$ cat src/sv/rgba_pixel_format_converter_defines.svh
// Assertion macros for the RGBA pixel format converter.
`ifndef RGBA_PIXEL_FORMAT_CONVERTER_DEFINES_SVH
`define RGBA_PIXEL_FORMAT_CONVERTER_DEFINES_SVH

`ifndef SYNTHESIS
// Same-cycle implication, disabled during reset.
`define RPFC_ASSERT_IMP(label, clk_s, rst_s, ante, cons) \
  label: assert property (@(posedge clk_s) disable iff (!rst_s) (ante) |-> (cons)) \
    else $error("rpfc: same-cycle check failed");
// Next-cycle implication, disabled during reset.
`define RPFC_ASSERT_NXT(label, clk_s, rst_s, ante, cons) \
  label: assert property (@(posedge clk_s) disable iff (!rst_s) (ante) |=> (cons)) \
    else $error("rpfc: next-cycle check failed");
`else
`define RPFC_ASSERT_IMP(label, clk_s, rst_s, ante, cons)
`define RPFC_ASSERT_NXT(label, clk_s, rst_s, ante, cons)
`endif

`endif

$ cat src/sv/rpfc_pkg.sv
// Shared types and constants for the RGBA pixel format converter.
package rpfc_pkg;

  // Default largest row length in pixels
  localparam int unsigned MAX_WIDTH_DEF = 4096;

  // Fixed field widths
  localparam int unsigned CH_W     = 8;
  localparam int unsigned WORD_W   = 24;
  localparam int unsigned CFG_W    = 13;
  localparam int unsigned IDX_W    = 2;
  localparam int unsigned FMT_W    = 2;
  localparam int unsigned SUM_W    = 10;

  // Register indexes on the configuration port
  localparam logic [IDX_W-1:0] REG_OUTPUT_FORMAT    = 2'd0;
  localparam logic [IDX_W-1:0] REG_WHITE_BACKGROUND = 2'd1;
  localparam logic [IDX_W-1:0] REG_IMAGE_WIDTH      = 2'd2;

  // Mono thresholds: floor(sum/3) < 128 is the same as sum < 384
  localparam logic [CH_W-1:0]  MONO_ALPHA_MIN = 8'd128;
  localparam logic [SUM_W-1:0] DARK_SUM_LIMIT = 10'd384;
  localparam logic [CH_W-1:0]  CH_MAX         = 8'd255;

  // Position of the last bit in a mono byte
  localparam logic [2:0] MONO_LAST_POS = 3'd7;

  typedef enum logic [FMT_W-1:0] {
    FMT_RGB565 = 2'd0,
    FMT_RGB888 = 2'd1,
    FMT_MONO   = 2'd2,
    FMT_NONE   = 2'd3
  } fmt_t;

  // Configuration seen by the datapath
  typedef struct packed {
    fmt_t fmt;
    logic white;
  } cfg_t;

  // Per-pixel sequencing results
  typedef struct packed {
    logic            has_res;
    logic            last;
    logic [CH_W-1:0] mono_byte;
  } seq_out_t;

endpackage

$ cat src/sv/rpfc_cfg_regs.sv
// Configuration registers and row width clamp.
module rpfc_cfg_regs #(
  parameter int unsigned MAX_WIDTH = rpfc_pkg::MAX_WIDTH_DEF,
  parameter int unsigned LW        = 14
) (
  input  logic                        clk,
  input  logic                        rst_n,
  input  logic                        cfg_we,
  input  logic [rpfc_pkg::IDX_W-1:0]  cfg_index,
  input  logic [rpfc_pkg::CFG_W-1:0]  cfg_wdata,
  output rpfc_pkg::cfg_t              cfg,
  output logic [LW-1:0]               width_m1
);
  import rpfc_pkg::*;

  fmt_t             fmt_r;
  logic             white_r;
  logic [CFG_W-1:0] width_r;
  logic [LW-1:0]    width_ext;
  logic [LW-1:0]    width_lim;

  // Store register writes; unknown indexes are dropped
  always_ff @(posedge clk) begin
    if (!rst_n) begin
      fmt_r   <= FMT_RGB565;
      white_r <= 1'b0;
      width_r <= CFG_W'(1);
    end else if (cfg_we) begin
      unique case (cfg_index)
        REG_OUTPUT_FORMAT:    fmt_r   <= fmt_t'(cfg_wdata[FMT_W-1:0]);
        REG_WHITE_BACKGROUND: white_r <= cfg_wdata[0];
        REG_IMAGE_WIDTH:      width_r <= cfg_wdata;
        default: ;
      endcase
    end
  end

  // Clamp width into 1..MAX_WIDTH
  always_comb begin
    width_ext = LW'(width_r);
    if (width_ext == '0) begin
      width_lim = LW'(1);
    end else if (width_ext > LW'(MAX_WIDTH)) begin
      width_lim = LW'(MAX_WIDTH);
    end else begin
      width_lim = width_ext;
    end
  end

  assign width_m1  = width_lim - LW'(1);
  assign cfg.fmt   = fmt_r;
  assign cfg.white = white_r;

endmodule

$ cat src/sv/rpfc_pixel.sv
// Per-pixel color conversion and mono threshold.
module rpfc_pixel (
  input  logic [rpfc_pkg::CH_W-1:0]   red,
  input  logic [rpfc_pkg::CH_W-1:0]   green,
  input  logic [rpfc_pkg::CH_W-1:0]   blue,
  input  logic [rpfc_pkg::CH_W-1:0]   alpha,
  input  rpfc_pkg::cfg_t              cfg,
  output logic [rpfc_pkg::WORD_W-1:0] color_word,
  output logic                        mono_bit
);
  import rpfc_pkg::*;

  logic [CH_W-1:0]  r_c;
  logic [CH_W-1:0]  g_c;
  logic [CH_W-1:0]  b_c;
  logic [SUM_W-1:0] sum;
  logic             dark;

  // floor(c*a/255) + (255-a); x/255 == (x + (x>>8) + 1) >> 8, x < 65535
  function automatic logic [CH_W-1:0] blend_white(input logic [CH_W-1:0] c,
                                                  input logic [CH_W-1:0] a);
    logic [2*CH_W-1:0] prod;
    logic [2*CH_W-1:0] adj;
    prod = (2*CH_W)'(c) * (2*CH_W)'(a);
    adj  = prod + (2*CH_W)'(prod[2*CH_W-1:CH_W]) + (2*CH_W)'(1);
    return adj[2*CH_W-1:CH_W] + (CH_MAX - a);
  endfunction

  // Composite over white when asked
  always_comb begin
    if (cfg.white) begin
      r_c = blend_white(red, alpha);
      g_c = blend_white(green, alpha);
      b_c = blend_white(blue, alpha);
    end else begin
      r_c = red;
      g_c = green;
      b_c = blue;
    end
  end

  // Pack RGB565 or RGB888
  always_comb begin
    if (cfg.fmt == FMT_RGB565) begin
      color_word = {8'b0, r_c[7:3], g_c[7:2], b_c[7:3]};
    end else begin
      color_word = {r_c, g_c, b_c};
    end
  end

  // Mono: dark when opaque enough and mean below mid gray
  assign sum      = SUM_W'(red) + SUM_W'(green) + SUM_W'(blue);
  assign dark     = (alpha > MONO_ALPHA_MIN) && (sum < DARK_SUM_LIMIT);
  assign mono_bit = cfg.white ? dark : !dark;

endmodule

$ cat src/sv/rpfc_seq.sv
// Column tracking and mono bit packing.
module rpfc_seq #(
  parameter int unsigned CW        = 12,
  parameter int unsigned LW        = 14
) (
  input  logic               clk,
  input  logic               rst_n,
  input  logic               advance,
  input  logic               frame_start,
  input  logic               mono_bit,
  input  rpfc_pkg::cfg_t     cfg,
  input  logic [LW-1:0]      width_m1,
  output rpfc_pkg::seq_out_t seq
);
  import rpfc_pkg::*;

  logic [CW-1:0]   column_r;
  logic [CW-1:0]   column_nxt;
  logic [CH_W-1:0] acc_r;
  logic [CH_W-1:0] acc_nxt;
  logic [CW-1:0]   col;
  logic [CH_W-1:0] acc_base;
  logic [CH_W-1:0] acc_or;
  logic [2:0]      pos;
  logic            last;
  logic            mono_emit;

  // A frame start restarts the row and drops partial mono bits
  assign col      = frame_start ? '0 : column_r;
  assign acc_base = frame_start ? '0 : acc_r;
  assign pos      = col[2:0];
  assign last     = LW'(col) >= width_m1;
  assign acc_or   = acc_base | (CH_W'(mono_bit) << pos);
  assign mono_emit = (pos == MONO_LAST_POS) || last;

  // Next column and accumulator
  always_comb begin
    column_nxt = last ? '0 : col + CW'(1);
    if (cfg.fmt == FMT_MONO && !mono_emit) begin
      acc_nxt = acc_or;
    end else begin
      acc_nxt = '0;
    end
  end

  // Advance state when the pixel leaves the input register
  always_ff @(posedge clk) begin
    if (!rst_n) begin
      column_r <= '0;
      acc_r    <= '0;
    end else if (advance) begin
      column_r <= column_nxt;
      acc_r    <= acc_nxt;
    end
  end

  // Result presence and mono byte
  always_comb begin
    unique case (cfg.fmt)
      FMT_RGB565, FMT_RGB888: seq.has_res = 1'b1;
      FMT_MONO:               seq.has_res = mono_emit;
      default:                seq.has_res = 1'b0;
    endcase
    seq.last      = last;
    seq.mono_byte = acc_or;
  end

endmodule

$ cat src/sv/rgba_pixel_format_converter.sv
// Top level of the RGBA pixel format converter.
// Converts one RGBA8888 pixel per clock to RGB565, RGB888 or packed mono
// bytes. Each accepted pixel passes an input register, one level of
// conversion logic (three 8x8 multiplies for white compositing) and the
// result register, which holds each result until taken; a new pixel is
// taken every clock while results are drained. Colour formats give one
// result per pixel; mono gives one byte per eight pixels or at the end of a
// row; format code three gives none. The column counter and mono accumulator
// update as a pixel leaves the input register, so a frame_start pixel restarts
// the row in order. Configuration must be written while idle; not enforced.
`include "rgba_pixel_format_converter_defines.svh"

module rgba_pixel_format_converter #(
  parameter int unsigned MAX_WIDTH = rpfc_pkg::MAX_WIDTH_DEF
) (
  input  logic                        clk,
  input  logic                        rst_n,
  input  logic                        cfg_we,
  input  logic [rpfc_pkg::IDX_W-1:0]  cfg_index,
  input  logic [rpfc_pkg::CFG_W-1:0]  cfg_wdata,
  input  logic                        in_valid,
  output logic                        in_ready,
  input  logic [rpfc_pkg::CH_W-1:0]   in_red,
  input  logic [rpfc_pkg::CH_W-1:0]   in_green,
  input  logic [rpfc_pkg::CH_W-1:0]   in_blue,
  input  logic [rpfc_pkg::CH_W-1:0]   in_alpha,
  input  logic                        in_frame_start,
  output logic                        out_valid,
  input  logic                        out_ready,
  output logic [rpfc_pkg::WORD_W-1:0] out_word,
  output logic                        out_row_end
);
  import rpfc_pkg::*;

  localparam int unsigned CW = $clog2(MAX_WIDTH);
  localparam int unsigned LW = ((CW > CFG_W) ? CW : CFG_W) + 1;

  cfg_t              cfg;
  logic [LW-1:0]     width_m1;
  seq_out_t          seq;
  logic [WORD_W-1:0] color_word;
  logic              mono_bit;

  logic              s1_v_r;
  logic [CH_W-1:0]   s1_red_r;
  logic [CH_W-1:0]   s1_green_r;
  logic [CH_W-1:0]   s1_blue_r;
  logic [CH_W-1:0]   s1_alpha_r;
  logic              s1_fs_r;
  logic              s1_go;
  logic              out_free;

  logic              out_valid_r;
  logic [WORD_W-1:0] out_word_r;
  logic              out_row_end_r;

  rpfc_cfg_regs #(
    .MAX_WIDTH (MAX_WIDTH),
    .LW        (LW)
  ) u_cfg (
    .clk       (clk),
    .rst_n     (rst_n),
    .cfg_we    (cfg_we),
    .cfg_index (cfg_index),
    .cfg_wdata (cfg_wdata),
    .cfg       (cfg),
    .width_m1  (width_m1)
  );

  rpfc_pixel u_pixel (
    .red        (s1_red_r),
    .green      (s1_green_r),
    .blue       (s1_blue_r),
    .alpha      (s1_alpha_r),
    .cfg        (cfg),
    .color_word (color_word),
    .mono_bit   (mono_bit)
  );

  rpfc_seq #(
    .CW        (CW),
    .LW        (LW)
  ) u_seq (
    .clk         (clk),
    .rst_n       (rst_n),
    .advance     (s1_go),
    .frame_start (s1_fs_r),
    .mono_bit    (mono_bit),
    .cfg         (cfg),
    .width_m1    (width_m1),
    .seq         (seq)
  );

  // Move the held pixel on when its result has room, or when it has none
  assign out_free = !out_valid_r || out_ready;
  assign s1_go    = s1_v_r && (!seq.has_res || out_free);
  assign in_ready = !s1_v_r || s1_go;

  // Input register
  always_ff @(posedge clk) begin
    if (!rst_n) begin
      s1_v_r <= 1'b0;
    end else if (in_ready) begin
      s1_v_r <= in_valid;
    end
  end

  always_ff @(posedge clk) begin
    if (in_valid && in_ready) begin
      s1_red_r   <= in_red;
      s1_green_r <= in_green;
      s1_blue_r  <= in_blue;
      s1_alpha_r <= in_alpha;
      s1_fs_r    <= in_frame_start;
    end
  end

  // Result register: load on a new result, drop once the transaction completes
  always_ff @(posedge clk) begin
    if (!rst_n) begin
      out_valid_r <= 1'b0;
    end else if (s1_go && seq.has_res) begin
      out_valid_r <= 1'b1;
    end else if (out_ready) begin
      out_valid_r <= 1'b0;
    end
  end

  always_ff @(posedge clk) begin
    if (s1_go && seq.has_res) begin
      out_word_r    <= (cfg.fmt == FMT_MONO) ? WORD_W'(seq.mono_byte) : color_word;
      out_row_end_r <= seq.last;
    end
  end

  assign out_valid   = out_valid_r;
  assign out_word    = out_word_r;
  assign out_row_end = out_row_end_r;

  // Checks
  `RPFC_ASSERT_IMP(a_stall_blocks_input, clk, rst_n, s1_v_r && !s1_go, !in_ready)
  `RPFC_ASSERT_NXT(a_result_loaded, clk, rst_n, s1_go && seq.has_res, out_valid_r)
  `RPFC_ASSERT_IMP(a_color_always_result, clk, rst_n,
    s1_go && (cfg.fmt == FMT_RGB565 || cfg.fmt == FMT_RGB888), seq.has_res)

endmodule
$ cat config.mk
export PLATFORM = sky130hd
export DESIGN_NAME = rgba_pixel_format_converter
export DESIGN_NICKNAME = d
export VERILOG_FILES = /design/src/sv/rpfc_pkg.sv /design/src/sv/rpfc_cfg_regs.sv /design/src/sv/rpfc_pixel.sv /design/src/sv/rpfc_seq.sv /design/src/sv/rgba_pixel_format_converter.sv
export VERILOG_INCLUDE_DIRS = /design/src /design/src/sv
export SDC_FILE = /design/constraint.sdc
export NUM_CORES = 1
export LEC_CHECK = 0
export ABC_AREA = 1
export ABC_CLOCK_PERIOD_IN_PS = 9700
export BUFFER_PORTS_ARGS = -buffer_cell sky130_fd_sc_hd__clkbuf_2
export CELL_PAD_IN_SITES_DETAIL_PLACEMENT = 1
export CELL_PAD_IN_SITES_GLOBAL_PLACEMENT = 2
export CORE_ASPECT_RATIO = 0.9
export CORE_MARGIN = 2
export CORE_UTILIZATION = 37
export DETAILED_ROUTE_END_ITERATION = 7
export MAX_ROUTING_LAYER = met4
export PLACE_DENSITY = 0.92
export SYNTH_ARGS = -nofsm -noshare
export SYNTH_HDL_FRONTEND = slang
export SYNTH_SLANG_ARGS = --single-unit
$ cat constraint.sdc
create_clock -name clk -period 9.7 [get_ports clk]
set_input_delay 0.97 -clock clk [delete_from_list [all_inputs] [get_ports clk]]
set_output_delay 0.97 -clock clk [all_outputs]
set_load 0.01 [all_outputs]
==> flow_metrics.env <==
export IMPL_status="finished clean"
export IMPL_die_y_um=190.4
export IMPL_clockBufferDepth=2
export IMPL_p_per_area_nw_per_um2=279.3
export IMPL_multi_input_area_um2=9697
export IMPL_cts_sinks=96
export IMPL_seqCellArea_um2=2502
export IMPL_yosysSeqAreaShare=0.1751
export IMPL_period_minus_slack_ns=8.344
export IMPL_routabilityCongestion=0.8892
export IMPL_synth_area_per_cell_um2=7.099
export IMPL_syn_inst=2013
export IMPL_ys_warn_count=0
export IMPL_critical_path_required_ns=9.84
export IMPL_drc_errors=0
export IMPL_viasPerCell=5.093
export IMPL_cts_buffers=9
export IMPL_ys_ff_latch=96
export IMPL_final_net_count=2385
export IMPL_drv_slew=0
export IMPL_async_flop_share=0
export IMPL_synth_flop_cell="edfxtp_1"
export IMPL_max_stage_delay_ns=1.05
export IMPL_crit_type="reg2reg"
export IMPL_port_buffers=79
export IMPL_crit_family="adder cells"
export IMPL_die_w_um=211.2
export IMPL_crit_slowest_cell="edfxtp_1"
export IMPL_cts_setup_buffers=0
export IMPL_holdCritPathClass="reg2reg"
export IMPL_area_growth_pct=7.573
export IMPL_clk_pin_slew_worst_paths_ns=0.08
export IMPL_cts_resized=0
export IMPL_fin_total_pwr_mw=4.294
export IMPL_htree_levels=3
export IMPL_fmax_ghz=0.1198
export IMPL_cp_start_kind="flop"
export IMPL_num_rows=68
export IMPL_slew_headroom=0.2519
export IMPL_syn_nets=2356
export IMPL_ir_drop_mv=0.1325
export IMPL_most_common_layout_cells="482 x nand2_1, 473 x inv_1, 178 x ha_1"
export IMPL_core_region_area_um2=38200
export IMPL_crit_path_max_fanout=26
export IMPL_overflow=0
export IMPL_clockRootBuffer="clkbuf_16"
export IMPL_grt_pass1_wl_um=72750
export IMPL_finClkSkew_ns=0.01779
export IMPL_grt_usage=0.2384
export IMPL_io_pins=80
export IMPL_p_leak_nw=8.875
export IMPL_antenna_found_initial=0
export IMPL_cp_num_buf_inv=8
export IMPL_place_area_um2=15080
export IMPL_arrival_ns=8.49
export IMPL_hold_viol=0
export IMPL_grt_pass1_vias=13831
export IMPL_drive_above_1_share=0.07474
export IMPL_clock_latency_ns=0.39
export IMPL_mostFrequentLayoutCell="nand2_1"
export IMPL_synth_area_um2=14290
export IMPL_drt_iter0_markers=671
export IMPL_grt_max_degree=34
export IMPL_maxCapViolations=0
export IMPL_diodes=0
export IMPL_setup_viol_count_final=0
export IMPL_finalCritPeriodShare=0.8603
export IMPL_dieArea_um2=40220
export IMPL_cp_common_cell="nand2_1"
export IMPL_wire_per_inst_um=17.64
export IMPL_setup_ws_ns=1.356
export IMPL_vias=12922
export IMPL_setup_tns_ns=0
export IMPL_hold_buffers=0
export IMPL_first_pass_iters=6
export IMPL_synth_enable_flop_cells=58
export IMPL_fillers=4885
export IMPL_crit_path_end_kind="flop"
export IMPL_place_ws_ns=1.548
export IMPL_tightest_slew_ns=1.121
export IMPL_cts_tree="done"
export IMPL_start_util=0.3741
export IMPL_rsz0062_at_grt="no"
export IMPL_wl_um=44750
export IMPL_drtAntennaViolNets=0
export IMPL_final_cell_area_um2=15370
export IMPL_place_hpwl_um=35380
export IMPL_ys_types=56
where the power goes:
part,total [mW],switching (mW),internal [mW]
clock network,0.382,0.200,0.182
registers,0.510,0.0476,0.462
logic,3.40,2.15,1.25
total,4.29,2.40,1.89
Yosys cell counts (7+ instances only):
cell type	n	area, µm²
xor2_1	42	367.9
a21oi_1	99	495.5
clkbuf_1	56	210.2
or2_2	8	50.05
o21ai_0	54	270.3
inv_1	474	1779
nand2_1	482	1809
nor2_1	117	439.2
edfxtp_1	58	1742
nand2_2	13	81.33
dfxtp_1	38	760.7
fa_1	112	2242
o211ai_1	9	67.56
xnor2_1	23	201.4
buf_1	7	26.28
nand3_1	109	545.5
nand4_1	27	168.9
nor3_1	13	65.06
ha_1	178	2227
logic make-up after synthesis:
logic type	count (synthesis)	synth area share
DFF	96	0.1751
buffers and inverters	550	0.1464
and+or+nand+nor	799	0.2388
xor gates and xnor gates	68	0.04325
muxes	1	0.0007004
AOI/OAI and AO/OA	209	0.08300
adders and majority gates	290	0.3127
state kept, by name, indices dropped and copies added, names as in the netlist:
register and cells:
out_row_end 1, out_valid 1, out_word 24, s1_alpha_r 8
s1_blue_r 8, s1_fs_r 1, s1_green_r 8, s1_red_r 8
s1_v_r 1, u_cfg.fmt_r 2, u_cfg.white_r 1, u_cfg.width_r 13
u_seq.acc_r 8, u_seq.column_r 12
stage by stage:
step           instances    util  hold slack [ns]
6_report            2537  0.4024           0.4677
5_1_grt             2537  0.4024           0.4775
4_1_cts             2537  0.4024           0.4648
3_5_place_dp        2521  0.3947           0.4523
3_3_place_gp        2521  0.3947           0.4489
2_1_floorplan       2013       -           0.4376
worst register-to-register path, delay by kind of cell, from the launching register on:
| kind | cells | cell delay, ns |
|---|---|---|
| AND/OR/NAND/NOR | 15 | 1.73 |
| buffers and inverters | 8 | 0.59 |
| flip-flops | 1 | 1.05 |
| AO/OA/AOI/OAI | 6 | 1.14 |
| XOR/XNOR | 1 | 0.18 |
| adder cells (fa/ha/maj) | 8 | 3.42 |
routing by layer:
layer / vias up / wire (µm) / share of wire / GRT usage
met1: 6358 / 20540 / 0.46 / 0.3033
met4: 0 / 1207 / 0.027 / 0.07449
met2: 229 / 21640 / 0.48 / 0.4052
met3: 68 / 1367 / 0.031 / 0.01746
li1: 6267 / - / - / -
met5: - / 0 / 0 / -
final cells by class:
class                           count  area share
Clock buffer                        9     0.01465
Clock inverter                      7    0.004639
Inverter                          480      0.1172
Multi-Input combinational cell   1367      0.6307
Sequential cell                    96      0.1628
Tap cell                          490     0.03988
Timing Repair Buffer               88     0.03011
worst paths after layout:
check | from | endpoint | slack [ns] | cells after the start
setup / recovery | s1_alpha_r[4]$_DFFE_PP_ | out_word[7]$_DFFE_PP_ | 1.36 | 38
hold / removal | u_seq.acc_r[3]$_SDFFE_PN0P_ | u_seq.acc_r[3]$_SDFFE_PN0P_ | 0.47 | 2
setup reg to reg | s1_alpha_r[4]$_DFFE_PP_ | out_word[7]$_DFFE_PP_ | 1.36 | 38
hold reg to reg | u_seq.acc_r[3]$_SDFFE_PN0P_ | u_seq.acc_r[3]$_SDFFE_PN0P_ | 0.47 | 2
No activity file was read; power rests on OpenSTA's default activity.
